==> config.mk <==
export PLATFORM = sky130hd
export DESIGN_NAME = encoder_button_event_queue
export DESIGN_NICKNAME = d
export VERILOG_FILES = /design/src/hdl/ebq_pkg.sv /design/src/hdl/encoder_button_event_queue.sv
export VERILOG_INCLUDE_DIRS = /design/src /design/src/hdl
export SDC_FILE = /design/constraint.sdc
export NUM_CORES = 1
export LEC_CHECK = 0
export ABC_AREA = 0
export ABC_CLOCK_PERIOD_IN_PS = 4480
export BUFFER_PORTS_ARGS = -buffer_cell sky130_fd_sc_hd__buf_2
export CORE_MARGIN = 2
export CORE_UTILIZATION = 49
export CTS_BUF_LIST = sky130_fd_sc_hd__clkbuf_8
export DETAILED_ROUTE_END_ITERATION = 10
export PLACE_DENSITY = 0.74
export RECOVER_POWER = 50
export REMOVE_ABC_BUFFERS = 1
export SLEW_MARGIN = 20
export SYNTH_ARGS = -nofsm -noshare
export SYNTH_HDL_FRONTEND = slang
export SYNTH_SLANG_ARGS = --single-unit
==> constraint.sdc <==
create_clock -name clock -period 4.48 [get_ports clock]
set_input_delay 0.224 -clock clock [delete_from_list [all_inputs] [get_ports clock]]
set_output_delay 0.224 -clock clock [all_outputs]
set_load 0.02 [all_outputs]
==> src/hdl/encoder_button_event_queue_defines.svh <==
// Assertion macros for the encoder and button event queue.
// No dependencies; included by files that carry concurrent checks.
`ifndef ENCODER_BUTTON_EVENT_QUEUE_DEFINES_SVH
`define ENCODER_BUTTON_EVENT_QUEUE_DEFINES_SVH

// Same-cycle implication, disabled during reset
`define EBQ_ASSERT_IMPLY(lbl, clk, rst, ante, cons, msg) \
   lbl: assert property (@(posedge clk) disable iff (rst) (ante) |-> (cons)) \
      else $error(msg);

// Next-cycle implication, disabled during reset
`define EBQ_ASSERT_NEXT(lbl, clk, rst, ante, cons, msg) \
   lbl: assert property (@(posedge clk) disable iff (rst) (ante) |=> (cons)) \
      else $error(msg);

`endif

==> src/hdl/ebq_pkg.sv <==
// Shared types and constants for the encoder and button event queue.
// No dependencies.
package ebq_pkg;

   // action codes of an input word
   typedef logic [1:0] action_type;
   localparam action_type ACT_TICK    = 2'd0;
   localparam action_type ACT_POP_ENC = 2'd1;
   localparam action_type ACT_POP_BTN = 2'd2;

   localparam int TICKS_W = 16;
   localparam int FILL_W  = 4;
   localparam int KEY_W   = 2;

   typedef logic [TICKS_W-1:0] ticks_type;

   localparam ticks_type DEBOUNCE_RESET = 16'd50;

   // button queue entry: level and button index
   typedef struct packed {
      logic level;
      logic button;
   } btn_entry_type;

endpackage

==> src/hdl/encoder_button_event_queue.sv <==
// Encoder and two-button event queue: input register, update logic, result register.
// A request word is held in the input register, then its result word in the result register.
// Throughput: one request word per cycle; req_stall rises only while a result is held.
// Reset (synchronous): queues empty, timers idle, debounce period 50; queue RAMs
// are not cleared and need no clearing pass.
// Depends on ebq_pkg and encoder_button_event_queue_defines.svh.
`include "encoder_button_event_queue_defines.svh"

module encoder_button_event_queue
   import ebq_pkg::*;
#(
   parameter int QUEUE_DEPTH = 16
) (
   input  logic                clock,
   input  logic                reset,
   // request channel
   input  logic                req_valid,
   output logic                req_stall,
   input  logic [1:0]          req_action,
   input  logic                req_enc_a,
   input  logic                req_enc_b,
   input  logic                req_button_one,
   input  logic                req_button_two,
   // result channel
   output logic                rsp_valid,
   input  logic                rsp_stall,
   output logic                rsp_entry_valid,
   output logic [KEY_W-1:0]    rsp_entry_key,
   output logic                rsp_entry_type,
   output logic [FILL_W-1:0]   rsp_encoder_fill,
   output logic [FILL_W-1:0]   rsp_button_fill,
   // debounce register write
   input  logic                csr_valid,
   output logic                csr_ready,
   input  logic [TICKS_W-1:0]  csr_debounce_ticks
);

   // ring is a power of two of at least four slots; occupancy capped at depth - 1
   localparam int PTR_W      = ($clog2(QUEUE_DEPTH) < 2) ? 2 : $clog2(QUEUE_DEPTH);
   localparam int RING       = 1 << PTR_W;
   localparam int BANK_W     = PTR_W - 1;
   localparam int BANK_DEPTH = 1 << BANK_W;
   localparam logic [PTR_W-1:0] CNT_MAX = PTR_W'(QUEUE_DEPTH - 1);

   // input register
   logic        in_valid_ff, in_valid_in;
   action_type  in_action_ff;
   logic        in_a_ff, in_b_ff;
   logic [1:0]  in_btn_ff;

   // result register
   logic               rsp_valid_ff, rsp_valid_in;
   logic               rsp_entry_valid_ff;
   logic [KEY_W-1:0]   rsp_entry_key_ff;
   logic               rsp_entry_type_ff;
   logic [FILL_W-1:0]  rsp_encoder_fill_ff;
   logic [FILL_W-1:0]  rsp_button_fill_ff;

   // configuration
   ticks_type  cfg_ticks_ff;
   ticks_type  reload;

   // control state
   logic                     primed_ff, primed_in;
   logic                     last_a_ff, last_a_in;
   logic [PTR_W-1:0]         enc_head_ff, enc_head_in;
   logic [PTR_W-1:0]         enc_cnt_ff, enc_cnt_in;
   logic [PTR_W-1:0]         btn_head_ff, btn_head_in;
   logic [PTR_W-1:0]         btn_cnt_ff, btn_cnt_in;
   logic [1:0]               ref_ff, ref_in;
   logic [1:0]               wait_ff, wait_in;
   logic [1:0]               cap_ff, cap_in;
   logic [1:0]               edw_ff, edw_in;
   logic [1:0][TICKS_W-1:0]  timer_ff, timer_in;

   // queue storage and prefetched head words
   logic                  enc_mem_ff [RING];
   logic                  enc_rd_ff;
   btn_entry_type         btn_mem_ff [2][BANK_DEPTH];
   btn_entry_type         btn_rd_ff [2];
   btn_entry_type         btn_head_word;

   // write requests
   logic                       enc_we;
   logic [PTR_W-1:0]           enc_waddr;
   logic                       enc_wdata;
   logic [1:0]                 btn_push;
   logic [1:0][PTR_W-1:0]      btn_paddr;
   btn_entry_type [1:0]        btn_pdata;
   logic [1:0]                 bank_we;
   logic [1:0][BANK_W-1:0]     bank_waddr;
   btn_entry_type [1:0]        bank_wdata;

   // result of the word in the input register
   logic               res_valid;
   logic [KEY_W-1:0]   res_key;
   logic               res_type;
   logic [PTR_W+FILL_W-1:0] enc_fill_ext;
   logic [PTR_W+FILL_W-1:0] btn_fill_ext;

   logic advance;
   logic accept;

   // handshake: the result register decouples the two sides
   assign advance   = in_valid_ff && (!rsp_valid_ff || !rsp_stall);
   assign req_stall = in_valid_ff && !advance;
   assign accept    = req_valid && !req_stall;
   assign csr_ready = 1'b1;

   assign in_valid_in  = accept | (in_valid_ff & ~advance);
   assign rsp_valid_in = advance | (rsp_valid_ff & rsp_stall);

   assign reload        = (cfg_ticks_ff == '0) ? TICKS_W'(1) : cfg_ticks_ff;
   assign btn_head_word = btn_head_ff[0] ? btn_rd_ff[1] : btn_rd_ff[0];

   // update the queues, encoder and debounce state for the held word
   always_comb begin
      logic lvl;
      logic edge_seen;
      primed_in   = primed_ff;
      last_a_in   = last_a_ff;
      enc_head_in = enc_head_ff;
      enc_cnt_in  = enc_cnt_ff;
      btn_head_in = btn_head_ff;
      btn_cnt_in  = btn_cnt_ff;
      ref_in      = ref_ff;
      wait_in     = wait_ff;
      cap_in      = cap_ff;
      edw_in      = edw_ff;
      timer_in    = timer_ff;
      enc_we      = 1'b0;
      enc_waddr   = enc_head_ff + enc_cnt_ff;
      enc_wdata   = (in_a_ff == in_b_ff);
      btn_push    = '0;
      btn_paddr   = '0;
      btn_pdata   = '0;
      res_valid   = 1'b0;
      res_key     = '0;
      res_type    = 1'b0;
      lvl         = 1'b0;
      edge_seen   = 1'b0;
      if (advance) begin
         unique case (in_action_ff)
            ACT_TICK: begin
               if (!primed_ff) begin
                  // first tick only loads the reference levels
                  last_a_in = in_a_ff;
                  ref_in    = in_btn_ff;
                  primed_in = 1'b1;
               end else begin
                  // encoder direction on a change of channel A
                  if (in_a_ff != last_a_ff && enc_cnt_ff < CNT_MAX) begin
                     enc_we     = 1'b1;
                     enc_cnt_in = enc_cnt_ff + 1'b1;
                  end
                  last_a_in = in_a_ff;
                  // debounce each button, first button pushes first
                  for (int i = 0; i < 2; i++) begin
                     lvl       = in_btn_ff[i];
                     edge_seen = (ref_ff[i] != lvl);
                     ref_in[i] = lvl;
                     if (!wait_ff[i]) begin
                        if (edge_seen) begin
                           cap_in[i]   = lvl;
                           timer_in[i] = reload;
                           wait_in[i]  = 1'b1;
                           edw_in[i]   = 1'b0;
                        end
                     end else if (edge_seen) begin
                        timer_in[i] = reload;
                        edw_in[i]   = 1'b1;
                     end else begin
                        timer_in[i] = timer_ff[i] - 1'b1;
                        if (timer_ff[i] == TICKS_W'(1)) begin
                           wait_in[i] = 1'b0;
                           edw_in[i]  = 1'b0;
                           if (cap_ff[i] == lvl && btn_cnt_in < CNT_MAX) begin
                              btn_push[i]         = 1'b1;
                              btn_paddr[i]        = btn_head_ff + btn_cnt_in;
                              btn_pdata[i].level  = lvl;
                              btn_pdata[i].button = 1'(i);
                              btn_cnt_in          = btn_cnt_in + 1'b1;
                           end
                        end
                     end
                  end
               end
            end
            ACT_POP_ENC: begin
               if (enc_cnt_ff != '0) begin
                  res_valid   = 1'b1;
                  res_key     = {1'b0, enc_rd_ff};
                  enc_head_in = enc_head_ff + 1'b1;
                  enc_cnt_in  = enc_cnt_ff - 1'b1;
               end
            end
            ACT_POP_BTN: begin
               if (btn_cnt_ff != '0) begin
                  res_valid   = 1'b1;
                  res_key     = {1'b1, btn_head_word.button};
                  res_type    = btn_head_word.level;
                  btn_head_in = btn_head_ff + 1'b1;
                  btn_cnt_in  = btn_cnt_ff - 1'b1;
               end
            end
            default: begin
               // unused action: no state change
            end
         endcase
      end
   end

   // steer the one or two button pushes to the even and odd banks
   always_comb begin
      for (int b = 0; b < 2; b++) begin
         if (btn_push[1] && btn_paddr[1][0] == 1'(b)) begin
            bank_we[b]    = 1'b1;
            bank_waddr[b] = btn_paddr[1][PTR_W-1:1];
            bank_wdata[b] = btn_pdata[1];
         end else begin
            bank_we[b]    = btn_push[0] && btn_paddr[0][0] == 1'(b);
            bank_waddr[b] = btn_paddr[0][PTR_W-1:1];
            bank_wdata[b] = btn_pdata[0];
         end
      end
   end

   // fill counts, zero-extended or truncated to the port width
   assign enc_fill_ext = {{FILL_W{1'b0}}, enc_cnt_in};
   assign btn_fill_ext = {{FILL_W{1'b0}}, btn_cnt_in};

   // encoder queue RAM: write the tail, prefetch the next head with bypass
   always_ff @(posedge clock) begin
      if (enc_we && enc_waddr == enc_head_in) begin
         enc_rd_ff <= enc_wdata;
      end else begin
         enc_rd_ff <= enc_mem_ff[enc_head_in];
      end
      if (enc_we) begin
         enc_mem_ff[enc_waddr] <= enc_wdata;
      end
   end

   // button queue RAM banks: one write port each, prefetch at the next head row
   for (genvar b = 0; b < 2; b++) begin : g_btn_bank
      always_ff @(posedge clock) begin
         if (bank_we[b] && bank_waddr[b] == btn_head_in[PTR_W-1:1]) begin
            btn_rd_ff[b] <= bank_wdata[b];
         end else begin
            btn_rd_ff[b] <= btn_mem_ff[b][btn_head_in[PTR_W-1:1]];
         end
         if (bank_we[b]) begin
            btn_mem_ff[b][bank_waddr[b]] <= bank_wdata[b];
         end
      end
   end

   // control registers
   always_ff @(posedge clock) begin
      if (reset) begin
         in_valid_ff  <= 1'b0;
         rsp_valid_ff <= 1'b0;
         cfg_ticks_ff <= DEBOUNCE_RESET;
         primed_ff    <= 1'b0;
         last_a_ff    <= 1'b0;
         enc_head_ff  <= '0;
         enc_cnt_ff   <= '0;
         btn_head_ff  <= '0;
         btn_cnt_ff   <= '0;
         ref_ff       <= '0;
         wait_ff      <= '0;
         cap_ff       <= '0;
         edw_ff       <= '0;
         timer_ff     <= '0;
      end else begin
         in_valid_ff  <= in_valid_in;
         rsp_valid_ff <= rsp_valid_in;
         if (csr_valid && csr_ready) begin
            cfg_ticks_ff <= csr_debounce_ticks;
         end
         primed_ff    <= primed_in;
         last_a_ff    <= last_a_in;
         enc_head_ff  <= enc_head_in;
         enc_cnt_ff   <= enc_cnt_in;
         btn_head_ff  <= btn_head_in;
         btn_cnt_ff   <= btn_cnt_in;
         ref_ff       <= ref_in;
         wait_ff      <= wait_in;
         cap_ff       <= cap_in;
         edw_ff       <= edw_in;
         timer_ff     <= timer_in;
      end
   end

   // payload registers: load the request word, then the result word
   always_ff @(posedge clock) begin
      if (accept) begin
         in_action_ff <= req_action;
         in_a_ff      <= req_enc_a;
         in_b_ff      <= req_enc_b;
         in_btn_ff    <= {req_button_two, req_button_one};
      end
      if (advance) begin
         rsp_entry_valid_ff  <= res_valid;
         rsp_entry_key_ff    <= res_key;
         rsp_entry_type_ff   <= res_type;
         rsp_encoder_fill_ff <= enc_fill_ext[FILL_W-1:0];
         rsp_button_fill_ff  <= btn_fill_ext[FILL_W-1:0];
      end
   end

   assign rsp_valid        = rsp_valid_ff;
   assign rsp_entry_valid  = rsp_entry_valid_ff;
   assign rsp_entry_key    = rsp_entry_key_ff;
   assign rsp_entry_type   = rsp_entry_type_ff;
   assign rsp_encoder_fill = rsp_encoder_fill_ff;
   assign rsp_button_fill  = rsp_button_fill_ff;

   // checks
   `EBQ_ASSERT_IMPLY(a_cnt_cap, clock, reset, 1'b1,
      (enc_cnt_ff <= CNT_MAX) && (btn_cnt_ff <= CNT_MAX), "queue count above limit")
   `EBQ_ASSERT_IMPLY(a_timer_live, clock, reset, 1'b1,
      (!wait_ff[0] || timer_ff[0] != '0) && (!wait_ff[1] || timer_ff[1] != '0),
      "debounce wait with expired timer")
   `EBQ_ASSERT_IMPLY(a_edw_waiting, clock, reset, 1'b1,
      (edw_ff & ~wait_ff) == 2'b00, "edge flag set outside a wait")
   `EBQ_ASSERT_NEXT(a_pop_enc, clock, reset,
      advance && in_action_ff == ACT_POP_ENC && enc_cnt_ff != '0,
      rsp_entry_valid_ff && enc_cnt_ff == $past(enc_cnt_ff) - 1'b1,
      "encoder pop lost its entry")
   `EBQ_ASSERT_NEXT(a_tick_no_entry, clock, reset,
      advance && in_action_ff == ACT_TICK, !rsp_entry_valid_ff,
      "sample tick returned an entry")

endmodule

---- After elaboration in Yosys (flattened, before gate mapping) ----
Memory sizes are Yosys's and may differ from the RTL's. A register that Yosys moved wholly into a read port is not among the register bits.
Index checks and enable logic that the tools add are counted.
word-level totals
  bits in read-only memories .............. 0
  word-level logic and storage cells ...... 222
  memories kept ........................... 3
  input bits .............................. 27
  bits in latches ......................... 0
  output and inout port bits .............. 15
  register bits after elaboration ......... 92
  RAM bits ................................ 52
cells by class
  magnitude comparators ................... 8
  multiplexer cells ....................... 115
  bitwise gates (word level) .............. 14
  div/mod/pow operators ................... 0
  $add $sub $neg .......................... 12
  reductions and logical operators ........ 33
  eq/ne operators ......................... 12
  $mul .................................... 0
  shift-type cells ........................ 0
memory list
  name        depth  width  rd ports  clocked after Yosys merged registers in  wr ports  RTL line                          RTL
  btn_mem_ff  2      16     2         0                                        2         encoder_button_event_queue.sv:79  btn_entry_type btn_mem_ff [2][BANK_DEPTH];
  enc_mem_ff  16     1      1         1                                        1         encoder_button_event_queue.sv:77  logic enc_mem_ff [RING];
  btn_rd_ff   2      2      2         0                                        2         encoder_button_event_queue.sv:80  btn_entry_type btn_rd_ff [2];
operators with widths
  operator                                                                      number
  16-bit 2-to-1 mux                                                             9
  4-bit 2-to-1 mux                                                              35
  2-bit 2-to-1 mux                                                              23
  1-bit 2-to-1 mux                                                              35
  16-bit by 1-bit equality test with 1-bit output, second input constant        2
  16-bit by 1-bit subtractor with 16-bit output, second input constant          2
  8-bit 2-to-1 mux                                                              3
  4-bit by 1-bit adder with 4-bit output, second input constant                 5
  16-bit logical NOT                                                            1
  4-bit case mux with 2 select lines                                            2
  1-bit logical AND                                                             14
  4-bit adder                                                                   3
  2-bit binary-select mux with 3-bit select                                     2
  2-bit demux with 3-bit select                                                 2
  4-bit greater-or-equal comparator, second input constant                      3
  4-bit less-than comparator, second input constant                             3
  3-bit inverter with 4-bit output                                              3
  5-bit AND reduction                                                           2
  4-bit by 1-bit less-than comparator with 1-bit output, second input constant  2
  4-bit AND reduction                                                           2
  4-bit nonzero test                                                            2
  4-bit by 1-bit subtractor with 4-bit output, second input constant            2
  3-bit equality test                                                           2
  3-bit 2-to-1 mux                                                              2
  other kinds (15)                                                              33

---- Depth between registers and ports, before layout ----
  depth in word-level cells ............... 27
  mapped depth ............................ 15
  gate-level depth less buffers ........... 15

---- Worst setup path after synthesis ----
No wires, ideal clock.
  kind .................................... reg-to-reg
  start point ............................. register btn_cnt_ff[0]
  end point ............................... memory btn_mem_ff[0][2] (netlist bit) (enable)
  cell stages (with the launch flop) ...... 14
  setup time .............................. 0.309 ns
  required time ........................... 4.171 ns
  slack ................................... 0.877 ns
  arrival time ............................ 3.294 ns
  path buffers ............................ 2
  period minus slack after synthesis ...... 3.603 ns
  cell sequence ........................... dfxtp_1 ha_1 bufbuf_16 nand3_1 nand4_4 or3_1 xnor2_1 ha_1 nand3_1 o2111a_1 buf_2 mux2_2 or2_2 nor2_1
RTL lines
  what                      RTL line                           RTL
  start: declaration        encoder_button_event_queue.sv:69   logic [PTR_W-1:0] btn_cnt_ff, btn_cnt_in;
  start signal: assignment  encoder_button_event_queue.sv:286  btn_cnt_ff <= btn_cnt_in;
  end: declaration          encoder_button_event_queue.sv:79

==> results.json <==
{
  "status": "finished, violations left",
  "violations": "max-capacitance violations, max-slew violations",
  "reg2reg_depth": 10,
  "clockBufferDepth": 2,
  "yosys-top-cells-area": "edfxtp_1 24%, dfxtp_1 20%, nor2_1 5.9%",
  "cts.htree.levels": 4,
  "synth.distinct_cells": 86,
  "avgSynthCellArea_um2": 9.54,
  "insertion_delay_ns": 0.46,
  "drt-wirelength-per-cell_um": 16.6,
  "fin_hold_ws_ns": 0.290,
  "rsz0062_at_grt": "no",
  "fin_cells": 1143,
  "worstPathArrival_ns": 4.30,
  "p_leak_nw": 3.26,
  "area_growth_pct": 11.8,
  "path_clk_slew_ns": 0.09,
  "via_per_inst": 5.76,
  "io_buffers": 40,
  "ys.flop_type": "dfxtp_1",
  "endpoint_kind": "flip-flop",
  "synth_seq_cells": 148,
  "tritoncts": "built",
  "pin_count": 42,
  "fp.coreArea_um2": 16500,
  "layout_commonest_cell": "nor2_1",
  "slew_headroom": -1.31,
  "synth-edff-count": 66,
  "clock_sinks": 148,
  "finalSetupViolCount": 0,
  "final_layout_size_suffix_gt1_frac": 0.121,
  "drtIter0Drc": 581,
  "syn_inst": 856,
  "path_cells": "xnor2_2 > nand4_4 > or3_1 > xnor2_1 > ha_1 > nand3_1 > o2111a_1 > mux2_2 > or2_2 > nor2_1",
  "hold_violations": 0,
  "fin_tns_setup_ns": 0,
  "via_count": 6578,
  "cp.required_ns": 4.64,
  "drcViolationCount": 0,
  "antenna_found_initial": 0,
  "total_power_mw": 2.63,
  "wirelength_mm": 18.9,
  "hold_class": "in -> reg",
  "synth_top_area_cell": "edfxtp_1",
  "report.final.slew_viol_count": 75,
  "rows": 47,
  "place.gp.congestion": 0.900,
  "cap_violations": 1,
  "ys_seq_area_frac": 0.443,
  "dp_hpwl_mm": 13.0,
  "die_width_um": 133,
  "placed_cell_area_um2": 8520,
  "grt_max_degree": 75,
  "cpLargestDelayFamily": "simple AND/OR/NAND/NOR gates",
  "cpMaxStageDelayCell": "o2111a_1",
  "final_cell_mix": "128 x nor2_1, 85 x nand2_1, 82 x dfxtp_1",
  "grtUsageTotal": 0.222,
  "path_class": "reg -> reg",
  "ctsRootBufferMaster": "clkbuf_8",
  "die_y_um": 133,
  "power.density_nw_per_um2": 288,
  "path_depth": 10,
  "cts_buffers": 17,
  "firstDrtPassIters": 5,
  "placed_cells": 1087,
  "synth_top_area_share": 0.243,
  "yosysWarningCount": 0,
  "worst-path-buf-inv": 0,
  "max_stage_delay_ns": 0.62,
  "diodes": 0,
  "antenna_left": 0,
  "grt_pass1_vias": 6216,
  "clock.fmax_ghz": 0.242,
  "grt_first_pass_wirelength_mm": 31.5,
  "period_share": 0.923,
  "grt_overflow": 0,
  "synth_area_um2": 8170,
  "vdd_drop_max_v": 0.000210,
  "cts_setup_buffers": 0,
  "synthArstFlopShare": 0,
  "finalClockSkew_ns": 0.0139,
  "dieArea_um2": 17700,
  "initial_core_util": 0.496,
  "fill_cells": 1487,
  "finalCriticalPeriod_ns": 4.14,
  "min_path_cells": 3,
  "start_kind": "flip-flop",
  "fin_nets": 963,
  "tightestPinTransition_ns": 3.47,
  "worstPathMaxFanout": 17,
  "finish.instance_area_um2": 9130
}
## flip-flops by register name, summed over array words and instances, names as in the netlist, 16 cells and up, named ones only
| name | cells |
|---|---|
| cfg_ticks_ff | 16 |
| timer_ff | 32 |
| enc_mem_ff | 16 |
| btn_mem_ff | 32 |
## worst paths after layout
check / startpoint / end / slack [ns]
setup / recovery: in_btn_ff[0]$_DFFE_PP_ / btn_mem_ff[0][7]$_DFFE_PP_ / 0.34
hold / removal: csr_valid / cfg_ticks_ff[8]$_SDFFE_PP0P_ / 0.29
setup reg to reg: in_btn_ff[0]$_DFFE_PP_ / btn_mem_ff[0][7]$_DFFE_PP_ / 0.34
hold reg to reg: timer_ff[17]$_SDFFE_PP0P_ / timer_ff[17]$_SDFFE_PP0P_ / 0.47
## Yosys cell counts, types with 11 or more instances
cell type and number:
edfxtp_1 66, o21ai_0 40, nand2_1 85, a21oi_1 57
nor4_1 18, xnor2_1 23, mux4_2 13, mux2i_1 24
nor2_1 128, nor2b_1 14, clkbuf_1 26, xor2_1 13
o22ai_1 11, ha_1 23, dfxtp_1 82, nand3_1 19
inv_1 27, nor3_1 21
## repair_timing
| item | in CTS | in global routing |
|---|---|---|
| hold endpoints to repair | 24 | 0 |
| hold buffers | 24 | 0 |
| resized for setup | 0 | 0 |
## per-stage QoR
step / worst slack, ns / utilization
after global placement: 0.473 / 0.517
after global routing: 0.128 / 0.555
after detailed placement: 0.401 / 0.517
after floorplan: 0.856 / -
final: 0.344 / 0.555
after CTS: 0.367 / 0.556
## per-layer routing
layer | track usage | vias to the layer above | part of all wire
met5 | 0 | - | 0
li1 | - | 3231 | -
met1 | 0.303 | 3135 | 0.47
met3 | 0.0468 | 24 | 0.048
met2 | 0.357 | 188 | 0.47
met4 | 0.0680 | 0 | 0.016
## layout make-up
cell class                      count  area [µm²]  share of cell area
Timing Repair Buffer               76         508              0.0556
Inverter                           28         105              0.0115
Clock inverter                     14         149              0.0163
Clock buffer                       18         248              0.0271
Tap cell                          220         275              0.0301
Multi-Input combinational cell    639        4220               0.463
Sequential cell                   148        3620               0.397
## power by group
part	switching, mW	total (mW)	internal (mW)	leakage [nW]
combinational	0.0762	0.132	0.0559	1.81
sequential	0.0238	1.45	1.42	1.24
clock	0.538	1.05	0.515	0.208
## logic make-up after synthesis
kind of cell             after synthesis  share of synthesized area
other                                  1                   0.000459
flip-flops                           148                      0.443
XOR/XNOR                              38                     0.0433
multiplexers                          47                     0.0804
adder cells (fa/ha/maj)               26                     0.0426
AND/OR/NAND/NOR                      346                      0.209
AO/OA/AOI/OAI                        181                      0.141
buffers and inverters                 69                     0.0395
## worst min-delay path: cells and delay by family
family,cells,cell delay [ns]
multiplexers,1,0.17
AND/OR/NAND/NOR,1,0.07
buffers and inverters,1,0.25
Note: power is estimated with default switching activity, not from simulation.
